<file path="src/hdl/fcam_pkg.sv">
// Shared types, constants and tables for the fly camera block.
package fcam_pkg;

  localparam int CORDIC_STEPS = 16;
  localparam int ATAN_LEN = 24;
  localparam int CORDIC_RUN = (CORDIC_STEPS < ATAN_LEN) ? CORDIC_STEPS : ATAN_LEN;
  localparam int IDX_W = 5;

  localparam logic [2:0] OP_LOOK  = 3'd0;
  localparam logic [2:0] OP_FWD   = 3'd1;
  localparam logic [2:0] OP_BACK  = 3'd2;
  localparam logic [2:0] OP_RIGHT = 3'd3;
  localparam logic [2:0] OP_LEFT  = 3'd4;

  localparam logic [7:0] REG_SENS  = 8'd0;
  localparam logic [7:0] REG_SPEED = 8'd1;

  localparam logic [3:0] ACT_NONE  = 4'd0;
  localparam logic [3:0] ACT_LATCH = 4'd1;
  localparam logic [3:0] ACT_ANGX  = 4'd2;
  localparam logic [3:0] ACT_ANGY  = 4'd3;
  localparam logic [3:0] ACT_MOD   = 4'd4;
  localparam logic [3:0] ACT_YAW   = 4'd5;
  localparam logic [3:0] ACT_CINIT = 4'd6;
  localparam logic [3:0] ACT_CSTEP = 4'd7;
  localparam logic [3:0] ACT_CSAVE = 4'd8;
  localparam logic [3:0] ACT_MULX  = 4'd9;
  localparam logic [3:0] ACT_MULZ  = 4'd10;
  localparam logic [3:0] ACT_RNDZ  = 4'd11;
  localparam logic [3:0] ACT_SIDE  = 4'd12;
  localparam logic [3:0] ACT_MOVE  = 4'd13;
  localparam logic [3:0] ACT_OUT   = 4'd14;

  localparam logic [IDX_W-1:0] MOD_TOP = 5'd10;

  localparam logic signed [26:0] YAW_SPAN   = 27'sd46080;
  localparam logic signed [26:0] YAW_HALF   = 27'sd23040;
  localparam logic signed [26:0] YAW_LIFT   = 27'sd23592960;
  localparam logic signed [15:0] QUARTER    = 16'sd11520;
  localparam logic signed [15:0] HALF16     = 16'sd23040;
  localparam logic signed [25:0] PITCH_LIM  = 26'sd11392;
  localparam logic signed [33:0] CORDIC_START = 34'sd652032874;
  localparam logic signed [15:0] YAW_RESET  = -16'sd11520;
  localparam logic signed [15:0] PTR_RESET  = 16'sd450;
  localparam logic signed [15:0] DIR_NEG1   = -16'sd16384;
  localparam logic [15:0] SENS_RESET  = 16'd6554;
  localparam logic [15:0] SPEED_RESET = 16'd192;

  typedef struct packed {
    logic [3:0]       act;
    logic             sel;
    logic             add;
    logic [IDX_W-1:0] idx;
  } cmd_t;

  function automatic logic [21:0] atan_deg16(input logic [IDX_W-1:0] i);
    logic [21:0] r;
    case (i)
      5'd0:  r = 22'd2949120;
      5'd1:  r = 22'd1740967;
      5'd2:  r = 22'd919879;
      5'd3:  r = 22'd466945;
      5'd4:  r = 22'd234379;
      5'd5:  r = 22'd117304;
      5'd6:  r = 22'd58666;
      5'd7:  r = 22'd29335;
      5'd8:  r = 22'd14668;
      5'd9:  r = 22'd7334;
      5'd10: r = 22'd3667;
      5'd11: r = 22'd1833;
      5'd12: r = 22'd917;
      5'd13: r = 22'd458;
      5'd14: r = 22'd229;
      5'd15: r = 22'd115;
      5'd16: r = 22'd57;
      5'd17: r = 22'd29;
      5'd18: r = 22'd14;
      5'd19: r = 22'd7;
      5'd20: r = 22'd4;
      5'd21: r = 22'd2;
      5'd22: r = 22'd1;
      default: r = 22'd0;
    endcase
    return r;
  endfunction

endpackage

</file>
<file path="src/hdl/fcam_ctrl.sv">
// Controller: sequences each item through the datapath and runs the handshakes.
module fcam_ctrl (
  input  logic           clk,
  input  logic           rst_n,
  input  logic           in_tvalid,
  output logic           in_tready,
  input  logic [2:0]     in_tuser,
  output logic           out_tvalid,
  input  logic           out_tready,
  output fcam_pkg::cmd_t cmd
);

  localparam logic [3:0] S_IDLE  = 4'd0;
  localparam logic [3:0] S_ANGX  = 4'd1;
  localparam logic [3:0] S_ANGY  = 4'd2;
  localparam logic [3:0] S_MOD   = 4'd3;
  localparam logic [3:0] S_YAW   = 4'd4;
  localparam logic [3:0] S_CINIT = 4'd5;
  localparam logic [3:0] S_CSTEP = 4'd6;
  localparam logic [3:0] S_CSAVE = 4'd7;
  localparam logic [3:0] S_MULX  = 4'd8;
  localparam logic [3:0] S_MULZ  = 4'd9;
  localparam logic [3:0] S_RNDZ  = 4'd10;
  localparam logic [3:0] S_SIDE  = 4'd11;
  localparam logic [3:0] S_MOVE  = 4'd12;
  localparam logic [3:0] S_DONE  = 4'd13;

  localparam logic [fcam_pkg::IDX_W-1:0] LAST_STEP =
    fcam_pkg::IDX_W'(fcam_pkg::CORDIC_RUN - 1);
  localparam logic [fcam_pkg::IDX_W-1:0] CTR_ONE = fcam_pkg::IDX_W'(1);

  logic [3:0]                   state_r, state_nxt;
  logic [fcam_pkg::IDX_W-1:0]   ctr_r, ctr_nxt;
  logic [2:0]                   op_r, op_nxt;
  logic                         sel_r, sel_nxt;
  logic                         out_valid_r, out_valid_nxt;
  logic                         side_op;

  assign in_tready  = (state_r == S_IDLE);
  assign out_tvalid = out_valid_r;
  assign side_op    = (op_r == fcam_pkg::OP_RIGHT) || (op_r == fcam_pkg::OP_LEFT);

  always_comb begin
    state_nxt = state_r;
    ctr_nxt = ctr_r;
    op_nxt = op_r;
    sel_nxt = sel_r;
    out_valid_nxt = out_valid_r && !out_tready;
    cmd.act = fcam_pkg::ACT_NONE;
    cmd.sel = sel_r;
    cmd.add = (op_r == fcam_pkg::OP_FWD) || (op_r == fcam_pkg::OP_RIGHT);
    cmd.idx = ctr_r;
    case (state_r)
      S_IDLE: begin
        if (in_tvalid) begin
          cmd.act = fcam_pkg::ACT_LATCH;
          op_nxt = in_tuser;
          sel_nxt = 1'b0;
          ctr_nxt = '0;
          case (in_tuser)
            fcam_pkg::OP_LOOK: state_nxt = S_ANGX;
            fcam_pkg::OP_FWD, fcam_pkg::OP_BACK: state_nxt = S_MOVE;
            fcam_pkg::OP_RIGHT, fcam_pkg::OP_LEFT: state_nxt = S_CINIT;
            default: state_nxt = S_DONE;
          endcase
        end
      end
      S_ANGX: begin
        cmd.act = fcam_pkg::ACT_ANGX;
        state_nxt = S_ANGY;
      end
      S_ANGY: begin
        cmd.act = fcam_pkg::ACT_ANGY;
        ctr_nxt = fcam_pkg::MOD_TOP;
        state_nxt = S_MOD;
      end
      S_MOD: begin
        cmd.act = fcam_pkg::ACT_MOD;
        if (ctr_r == '0) state_nxt = S_YAW;
        else ctr_nxt = ctr_r - CTR_ONE;
      end
      S_YAW: begin
        cmd.act = fcam_pkg::ACT_YAW;
        state_nxt = S_CINIT;
      end
      S_CINIT: begin
        cmd.act = fcam_pkg::ACT_CINIT;
        ctr_nxt = '0;
        state_nxt = S_CSTEP;
      end
      S_CSTEP: begin
        cmd.act = fcam_pkg::ACT_CSTEP;
        if (ctr_r == LAST_STEP) state_nxt = S_CSAVE;
        else ctr_nxt = ctr_r + CTR_ONE;
      end
      S_CSAVE: begin
        cmd.act = fcam_pkg::ACT_CSAVE;
        if (op_r != fcam_pkg::OP_LOOK) begin
          state_nxt = S_SIDE;
        end else if (!sel_r) begin
          sel_nxt = 1'b1;
          state_nxt = S_CINIT;
        end else begin
          state_nxt = S_MULX;
        end
      end
      S_MULX: begin
        cmd.act = fcam_pkg::ACT_MULX;
        state_nxt = S_MULZ;
      end
      S_MULZ: begin
        cmd.act = fcam_pkg::ACT_MULZ;
        state_nxt = S_RNDZ;
      end
      S_RNDZ: begin
        cmd.act = fcam_pkg::ACT_RNDZ;
        state_nxt = S_DONE;
      end
      S_SIDE: begin
        cmd.act = fcam_pkg::ACT_SIDE;
        ctr_nxt = '0;
        state_nxt = S_MOVE;
      end
      S_MOVE: begin
        cmd.act = fcam_pkg::ACT_MOVE;
        cmd.sel = side_op;
        if (ctr_r == 5'd2) state_nxt = S_DONE;
        else ctr_nxt = ctr_r + CTR_ONE;
      end
      S_DONE: begin
        if (!out_valid_r || out_tready) begin
          cmd.act = fcam_pkg::ACT_OUT;
          out_valid_nxt = 1'b1;
          state_nxt = S_IDLE;
        end
      end
      default: state_nxt = S_IDLE;
    endcase
  end

  always_ff @(posedge clk) begin
    if (!rst_n) begin
      state_r     <= S_IDLE;
      ctr_r       <= '0;
      op_r        <= fcam_pkg::OP_LOOK;
      sel_r       <= 1'b0;
      out_valid_r <= 1'b0;
    end else begin
      state_r     <= state_nxt;
      ctr_r       <= ctr_nxt;
      op_r        <= op_nxt;
      sel_r       <= sel_nxt;
      out_valid_r <= out_valid_nxt;
    end
  end

endmodule

</file>
<file path="config.mk">
export PLATFORM = sky130hd
export DESIGN_NAME = fcam_ctrl
export DESIGN_NICKNAME = d
export VERILOG_FILES = /design/src/hdl/fcam_pkg.sv /design/src/hdl/fcam_ctrl.sv
export SDC_FILE = /design/constraint.sdc
export NUM_CORES = 1
export LEC_CHECK = 0
export BUFFER_PORTS_ARGS = -buffer_cell sky130_fd_sc_hd__buf_2
export CORE_MARGIN = 10
export CORE_UTILIZATION = 56
export DETAILED_ROUTE_END_ITERATION = 6
export PLACE_DENSITY = 0.79
export SYNTH_ARGS = -nofsm -noshare
export SYNTH_HDL_FRONTEND = slang
export SYNTH_SLANG_ARGS = --single-unit
</file>
<file path="constraint.sdc">
create_clock -name clk -period 2.4 [get_ports clk]
set_clock_uncertainty 0.15 [all_clocks]
set_input_delay 0 -clock clk [delete_from_list [all_inputs] [get_ports clk]]
set_output_delay 0 -clock clk [all_outputs]
set_load 0.02 [all_outputs]
</file>
==> results.md, run 1 <==
- Total design power: 1.88 mW
- Core box area: 2210 sq um
- Num Clock Sinks: 14
- Filler cell count: 196
- Die area: 4670 sq um
- Cell count after synthesis: 171
- Placed instance count: 211
- Power Dens Cells: 1290 nW/um^2
- P&R area growth vs syn: 11.4%
- Worst-path clk slew: 0.10 ns
- Vias per cell: 6.21
- Synth Register Bits: 14
- Critical path class: flop to flop
- Fin worst setup slack: 0.190 ns
- Mapped Area: 1310 sq um
- Ant. Diodes: 0
- Cell row count: 17
- Ratio of cells with drive above 1 in the final layout: 0.219
- Drt total wl: 3.47 mm
- Worst EP required: 2.43 ns
- EDFF count, synth: 0
- CTS tree: done
- Share of synthesized registers carrying an async set or reset: 0
- HP Class: primary input to flop
- Yosys warns: 0
- CTS max path bufs: 2
- GRT Residual Overflow: 0
- Routability Congestion: 0.918
- First-pass detailed-route iteration total: 4
- Minimum clock period after layout: 2.21 ns
- Unrepaired setup endpoints after global routing: no
- DP Area: 1370 sq um
- WL/cell: 15.8 microns
- Critical Path Sink Type: flop
- Worst-Skew Late Latency: 0.30 ns
- Total track usage: 0.159
- Final count of hold timing violations: 0
- Vias in the first global route: 1268
- Chip width: 68.4 microns
- Antenna Nets Post-Route: 0
- Synth unique cells: 52
- Largest net degree at the start of global routing: 25
- Most frequent cells in the layout: nand2_1, nor2_1, buf_2
- # IOs: 20
- Average size of a mapped cell: 7.66 sq um
- Area of the multi-input gates: 913 sq um
- Post-DP HPWL: 2.51 mm
- Endpoints failing setup: 0
- Detailed-route via count: 1366
- Worst slew margin: 0.702
- Worst IR drop on VDD: 0.798 mV
- Clock root buffer: clkbuf_4
- Final slew viol count: 0
- Mapped Nets: 181
- Worst-margin pin slew: 0.443 ns
- Non-filler cells, final: 220
- CP max FO: 5
- Max-cap viol count: 0
- Most common cell after layout, fill and taps aside: nand2_1
- CTS Buf Count: 3
- Initial drt markers: 78
- Fmax: 0.453 GHz
- H-tree Lvls: 1
- Register area: 280 sq um
- DRC Markers: 0
- First-pass GRT wire length: 5.82 mm
- Final non-filler cell area: 1460 sq um
- Finished Core Util: 0.660
- Initial Util: 0.592
- Worst EP arrival: 2.24 ns
- Die Span Y: 68.4 microns
- Outcome: finished, final reports clean
- Hold Worst Slack: 0.0188 ns
- Tcrit/Tclk final: 0.921
- Register area share after synthesis: 0.214
- Leak: 0.598 nW
- Total Neg Setup Slack: 0 ns
- Pre-CTS setup slack: 0.243 ns
- Initial antenna violation count: 0
- Nets: 203
- Crit start category: flop
- Top FF cell, synth: dfxtp_1
- Port Buf Inserts: 19
[power by group]
part	internal, mW	total, mW	switching [mW]
sequential	0.296	0.370	0.0746
clock	0.0926	0.184	0.0916
combinational	0.521	1.33	0.809
total	0.910	1.88	0.975
[synth_stat cells (all sizes together) (2+ instances only)]
cell type	count	area share
a211oi	5	0.032
a21oi	16	0.061
a31oi	4	0.019
and3	2	0.011
buf	6	0.037
clkbuf	5	0.037
dfxtp	14	0.21
ha	3	0.029
inv	5	0.014
mux2i	5	0.038
nand2	21	0.062
nand2b	2	0.011
nand3	2	0.0076
nor2	19	0.054
nor2b	2	0.0095
nor3	10	0.042
nor3b	2	0.011
nor4	2	0.014
o211ai	2	0.011
o21ai	12	0.054
o22ai	2	0.0095
or2b	2	0.013
or3	6	0.029
xnor2	2	0.019
xor2	3	0.020
[routing by layer]
| layer | vias to the layer above | global-route usage | part of all wire |
|---|---|---|---|
| met3 | 7 | 0.0343 | 0.050 |
| met2 | 57 | 0.262 | 0.51 |
| met5 | - | 0 | 0 |
| li1 | 674 | - | - |
| met4 | 0 | 0.0930 | 0.021 |
| met1 | 628 | 0.184 | 0.42 |
[state kept, by name (all words and copies together), names as in the netlist]
name,flops
op_r,3
state_r,4
ctr_r,5
sel_r,1
out_tvalid,1
[logic make-up (layout without fill, tap and decap cells)]
group	Yosys count	count (layout)	share of synthesized area
simple gates	76	76	0.304
compound gates	52	52	0.287
buf+inv	16	37	0.0888
flops	14	14	0.214
xor+xnor	5	5	0.0392
mux	5	5	0.0382
fa+ha+maj	3	3	0.0287
[final timing paths]
check	slack, ns	depth (start not counted)	end	startpoint
hold / removal	0.02	3	sel_r	in_tvalid
hold reg to reg	0.42	2	out_tvalid	out_tvalid
setup reg to reg	0.19	8	ctr_r[3]	state_r[3]
setup / recovery	0.19	8	ctr_r[3]	state_r[3]
[worst max-delay path: stages (launching register included)]
cell and delay, ns:
dfxtp_1 0.37, xor2_1 0.19, nand2_1 0.18, ha_1 0.38
o21ai_0 0.12, a31oi_1 0.07, or3_1 0.32, a31oi_1 0.22
a211oi_2 0.09
[final cells by class]
type / count / area share
clock buffers: 4 / 0.0249
inverters: 5 / 0.0129
multi-input cells: 141 / 0.626
flip-flops and latches: 14 / 0.192
well taps: 28 / 0.0240
repair buffers: 28 / 0.120
[timing repair]
item / in CTS / in global routing
hold endpoints to repair: 11 / 0
setup endpoints to repair: 0 / 0
setup buffers: 0 / 0
resized for setup: 0 / 0
hold buffers: 5 / 0
No activity file was read; power rests on OpenSTA's default activity.
==> inputs of run 2 (changes only) <==
--- a/config.mk
+++ b/config.mk
@@ -5,11 +5,14 @@
 export SDC_FILE = /design/constraint.sdc
 export NUM_CORES = 1
 export LEC_CHECK = 0
+export ABC_AREA = 1
 export BUFFER_PORTS_ARGS = -buffer_cell sky130_fd_sc_hd__buf_2
 export CORE_MARGIN = 10
-export CORE_UTILIZATION = 56
+export CORE_UTILIZATION = 55
 export DETAILED_ROUTE_END_ITERATION = 6
 export PLACE_DENSITY = 0.79
+export REMOVE_ABC_BUFFERS = 1
+export SETUP_SLACK_MARGIN = 0.3
 export SYNTH_ARGS = -nofsm -noshare
 export SYNTH_HDL_FRONTEND = slang
 export SYNTH_SLANG_ARGS = --single-unit
==> results.md, run 2 <==
- Outcome: finished, final reports clean
- Synth Register Bits: 14
- P&R area growth vs syn: 24.4%
- CTS Buf Count: 3
- Crit path from: state_r[2]
- Yosys warns: 0
- Initial Util: 0.575
- Most common cell after layout, fill and taps aside: nand2_1
- First-pass detailed-route iteration total: 4
- CP max FO: 7
- Core box area: 1940 sq um
- Filler cell count: 186
- GRT Residual Overflow: 0
- Final count of hold timing violations: 0
- Top post-synthesis cells by area: dfxtp_1, nand2_1, inv_1, a21oi_1, nor2_1
- Cell row count: 16
- Tcrit/Tclk final: 0.823
- HP Class: flop to flop
- Clock root buffer: clkbuf_4
- Total Neg Setup Slack: 0 ns
- Detailed-route via count: 1323
- Cell count after synthesis: 190
- Die area: 4230 sq um
- Reg2reg start: state_r[2]
- Reg2reg setup slack: 0.42 ns
- Worst stage delay on the critical path: 0.38 ns
- Mapped Area: 1120 sq um
- Leak: 0.695 nW
- Num Clock Sinks: 14
- Postcts setup bufs: 0
- Nets: 230
- Average size of a mapped cell: 5.88 sq um
- Area of the multi-input gates: 746 sq um
- H-tree Lvls: 1
- Antenna Nets Post-Route: 0
- Vias in the first global route: 1298
- Port Buf Inserts: 19
- Vias per cell: 5.38
- Leading area contributor after synthesis: dfxtp_1
- EDFF count, synth: 0
- Ant. Diodes: 0
- Placed instance count: 236
- Worst IR drop on VDD: 0.630 mV
- Worst EP arrival: 2.06 ns
- DRC Markers: 0
- Crit-path cells: nand2_1 > inv_1 > nand2_2 > nand2_4 > nand2_1 > nand2_1 > inv_1 > ha_1 > inv_1 > nand2_1 > nand2_1 > nand3_1 > nand2_1 > nand2_1 > a21oi_1
- Drt total wl: 3.23 mm
- Worst path buffer plus inverter count: 3
- Worst-Skew Late Latency: 0.30 ns
- Non-filler cells, final: 246
- Synth unique cells: 26
- # IOs: 20
- Worst slew margin: 0.778
- Share of synthesized registers carrying an async set or reset: 0
- Unrepaired setup endpoints after global routing: no
- Fmax: 0.506 GHz
- Register area share after synthesis: 0.251
- Final slew viol count: 0
- Max-cap viol count: 0
- Post-synth top area share: 0.251
- Worst-path clk slew: 0.10 ns
- Worst-margin pin slew: 0.331 ns
- Most frequent CP cell: nand2_1
- Top FF cell, synth: dfxtp_1
- Largest regs: ctr_r: 5 flops, state_r: 4 flops, op_r: 3 flops
- Total track usage: 0.153
- Most frequent cells in the layout: nand2_1, inv_1, nor2_1, buf_2, a21oi_1
- Largest net degree at the start of global routing: 10
- Endpoints failing setup: 0
- Chip width: 65.1 microns
- CTS tree: done
- Power Dens Cells: 1150 nW/um^2
- Ratio of cells with drive above 1 in the final layout: 0.224
- Top reg by flops: ctr_r
- Minimum clock period after layout: 1.98 ns
- Synth top cells by count: nand2_1, inv_1, nor2_1
- Hold Startpoint: state_r[2]
- Most common cell in the netlist: nand2_1
- Top cell family by delay on the critical path: simple AND/OR/NAND/NOR gates
- Max reg flops: 5
- Critical Path Slowest Stage Cell: dfxtp_2
- CTS max path bufs: 2
- Crit start category: flop
- Routability Congestion: 0.911
- Critical path class: flop to flop
- Register area: 288 sq um
- Critical Path Sink Type: flop
- Die Span Y: 65.1 microns
- WL/cell: 13.1 microns
- Worst EP required: 2.48 ns
- Initial drt markers: 72
- Post-DP HPWL: 2.40 mm
- Initial antenna violation count: 0
- First-pass GRT wire length: 5.31 mm
run 2: changes by cell type after synthesis, sizes merged, moves of 5 or more:
cell    before  now
buf          6    0
clkbuf       5    0
inv          5   34
mux2i        5    0
nand2       21   57
nand3        2   12
nor2        19   26
nor3        10    1
or3          6    0
run 2: routing by layer:
layer	wire, microns	global-route usage	part of all wire
met3	199	0.0464	0.062
met1	1410	0.163	0.44
met5	0	0	0
met4	41	0.0561	0.013
met2	1580	0.276	0.49
run 2: layout make-up:
cell class	instances	area share
Clock buffer	4	0.0261
Inverter	35	0.0945
Multi-Input combinational cell	141	0.536
Sequential cell	14	0.207
Tap cell	27	0.0243
Timing Repair Buffer	25	0.112
run 2: worst min-delay path: cells and delay by family, from the launching register on:
kind / cells / cell delay [ns]
flops: 1 / 0.35
simple gates: 1 / 0.06
compound gates: 1 / 0.05
run 2: worst paths after layout:
| check | depth (start not counted) | to |
|---|---|---|
| worst max register to register | 15 | ctr_r[4] |
| worst min register to register | 2 | state_r[2] |
| worst max-delay path | 15 | ctr_r[4] |
| worst min-delay path | 2 | state_r[2] |
run 2: timing repair:
item | CTS | global route
hold buffers | 6 | 0
gates resized for setup | 0 | 12
hold endpoints to repair | 13 | 0
endpoints found under the setup margin | 0 | 4
run 2: power by group:
group          internal (mW)  total (mW)  switching, mW
sequential             0.306       0.387         0.0803
combinational          0.356        1.03          0.674
clock                 0.0925       0.185         0.0924
total                  0.755        1.60          0.847
run 2: cells by family (layout without fill, tap and decap cells):
| family | after synthesis | after routing | share of synthesized area |
|---|---|---|---|
| simple gates | 104 | 104 | 0.427 |
| buf+inv | 35 | 64 | 0.118 |
| compound gates | 33 | 33 | 0.164 |
| flops | 14 | 14 | 0.251 |
| fa+ha+maj | 3 | 3 | 0.0336 |
| xor+xnor | 1 | 1 | 0.00784 |
run 2: metrics by stage:
stage	setup WS [ns]	util	hold slack [ns]	area [sq um]	power (mW)
after floorplan	0.521	-	-0.0273	1120	1.11
after global placement	0.391	0.642	0.146	1250	1.34
after detailed placement	0.325	0.642	0.154	1250	1.35
after CTS	0.304	0.691	0.366	1340	1.54
after global routing	0.259	0.716	0.372	1390	1.73
final	0.424	0.716	0.354	1390	1.60
==> inputs of run 3 (changes only) <==
--- a/config.mk
+++ b/config.mk
@@ -5,12 +5,12 @@
 export SDC_FILE = /design/constraint.sdc
 export NUM_CORES = 1
 export LEC_CHECK = 0
-export ABC_AREA = 1
+export ABC_AREA = 0
 export BUFFER_PORTS_ARGS = -buffer_cell sky130_fd_sc_hd__buf_2
 export CORE_MARGIN = 10
-export CORE_UTILIZATION = 55
+export CORE_UTILIZATION = 51
 export DETAILED_ROUTE_END_ITERATION = 6
-export PLACE_DENSITY = 0.79
+export PLACE_DENSITY = 0.76
 export REMOVE_ABC_BUFFERS = 1
 export SETUP_SLACK_MARGIN = 0.3
 export SYNTH_ARGS = -nofsm -noshare
==> constraint.sdc (replaced) <==
create_clock -name clk -period 1.75 [get_ports clk]
set_clock_uncertainty 0.15 [all_clocks]
set_input_delay 0 -clock clk [delete_from_list [all_inputs] [get_ports clk]]
set_output_delay 0 -clock clk [all_outputs]
set_load 0.02 [all_outputs]
==> results.md, run 3 (synthesized netlist as in run 1, its figures left out) <==
- DRC Markers: 9
- Leak: 0.946 nW
- Crit path from: state_r[0]
- Nets: 249
- Vias per cell: 7.61
- Hold Startpoint: in_tvalid
- Filler cell count: 62
- First-pass detailed-route iteration total: 7
- WL/cell: 30.6 microns
- Total track usage: 0.213
- Worst-margin pin slew: 0.412 ns
- Initial Util: 0.534
- CTS tree: done
- Ant. Diodes: 0
- Worst EP arrival: 2.18 ns
- Detailed-route via count: 2039
- Port Buf Inserts: 19
- P&R area growth vs syn: 79.1%
- Endpoints failing setup: 19
- Failing checks: DRC, setup timing
- Final count of hold timing violations: 0
- Top reg by flops: ctr_r
- Die Span Y: 70.7 microns
- Minimum clock period after layout: 2.09 ns
- Ratio of cells with drive above 1 in the final layout: 0.605
- Fin worst setup slack: -0.337 ns
- First-pass GRT wire length: 8.97 mm
- Die area: 5000 sq um
- Final slew viol count: 0
- Tcrit/Tclk final: 1.19
- Worst IR drop on VDD: 2.02 mV
- CTS Buf Count: 3
- Largest net degree at the start of global routing: 25
- Worst EP required: 1.84 ns
- Initial drt markers: 507
- Reg2reg start: state_r[0]
- Antenna Nets Post-Route: 0
- Vias in the first global route: 1720
- HP Class: primary input to flop
- Chip width: 70.7 microns
- Worst-path clk slew: 0.11 ns
- Routability Congestion: 0.878
- Core box area: 2450 sq um
- Crit start category: flop
- Top cell family by delay on the critical path: buffers and inverters
- GRT Residual Overflow: 0
- CP max FO: 6
- Post-DP HPWL: 2.62 mm
- Pre-CTS setup slack: -0.278 ns
- # IOs: 20
- Initial antenna violation count: 0
- Worst path buffer plus inverter count: 5
- Worst-Skew Late Latency: 0.31 ns
- Fmax: 0.479 GHz
- Critical Path Slowest Stage Cell: dfxtp_4
- Critical Path Sink Type: flop
- Crit-path cells: buf_6 > buf_6 > buf_12 > clkinvlp_4 > nor2_4 > nor2_4 > buf_4 > nor3_1 > a22o_1
- Most frequent cells in the layout: buf_4, nand2_1, buf_6
- Largest regs: ctr_r: 5 flops, state_r: 4 flops, op_r: 3 flops
- CTS max path bufs: 2
- Clock root buffer: clkbuf_4
- Worst slew margin: 0.723
- Outcome: complete, but fails checks
- Num Clock Sinks: 14
- Max-cap viol count: 0
- Most common cell after layout, fill and taps aside: buf_4
- Unrepaired setup endpoints after global routing: yes
- Max reg flops: 5
- Drt total wl: 8.21 mm
- Critical path class: flop to flop
- Total Neg Setup Slack: -3.63 ns
- Worst stage delay on the critical path: 0.37 ns
- H-tree Lvls: 1
- Power Dens Cells: 2080 nW/um^2
- Cell row count: 18
run 3: changes by cell type in the layout (fill, tap and decap cells not counted), sizes merged, moves of 6 or more:
cell   previous run  this run
inv              34         4
or3               0         6
nor3              1        10
nand3            12         2
buf              19        68
nor2             26        19
nand2            57        21
run 3: timing repair:
action,in CTS,in global routing
endpoints found under the hold margin,11,0
gates resized for setup,71,56
gates cloned,2,0
setup buffers,20,12
pin swaps,25,20
hold buffers,6,0
endpoints found under the setup margin,20,20
run 3: final cells by class:
| cell class | count | area [sq um] | share of cell area |
|---|---|---|---|
| multi-input combinational | 141 | 1260 | 0.537 |
| tap | 30 | 37.5 | 0.0160 |
| clock buffer | 4 | 36.3 | 0.0155 |
| timing repair buffer | 74 | 693 | 0.295 |
| sequential | 14 | 295 | 0.126 |
| inverter | 5 | 25.0 | 0.0107 |
run 3: final timing paths:
path                      to  slack (ns)  cells past startpoint
setup / recovery  state_r[3]       -0.34                      9
hold / removal    state_r[2]        0.13                      5
setup reg to reg  state_r[3]       -0.34                      9
hold reg to reg        sel_r        0.48                      1
run 3: routing by layer:
metal  track usage  wire (microns)  up-vias
met1         0.263            2760      930
li1              -               -      762
met2         0.344            3420      249
met4        0.0968             776        0
met3        0.0446            1260       98
met5             0               0        -
run 3: metrics by stage:
| step | utilization | total power, mW | area [sq um] | instances | hold WS (ns) |
|---|---|---|---|---|---|
| floorplan | - | 1.84 | 1210 | 160 | -0.0173 |
| global placement | 0.594 | 2.40 | 1460 | 224 | 0.152 |
| detailed placement | 0.594 | 2.45 | 1460 | 224 | 0.165 |
| CTS | 0.819 | 3.65 | 2010 | 256 | 0.0632 |
| global route | 0.956 | 4.96 | 2350 | 268 | 0.172 |
| finish | 0.956 | 4.89 | 2350 | 268 | 0.134 |
run 3: where the power goes:
part,leakage (nW),switching [mW],internal [mW]
sequential,0.117,0.140,0.431
clock,0.0210,0.145,0.127
combinational,0.808,2.21,1.84
run 3: worst reg2reg max path, cell delays in order, from the launching register on:
cell and delay (ns):
dfxtp_4 0.37, buf_6 0.09, buf_6 0.10, buf_12 0.12, clkinvlp_4 0.18, nor2_4 0.22
nor2_4 0.07, buf_4 0.15, nor3_1 0.33, a22o_1 0.25
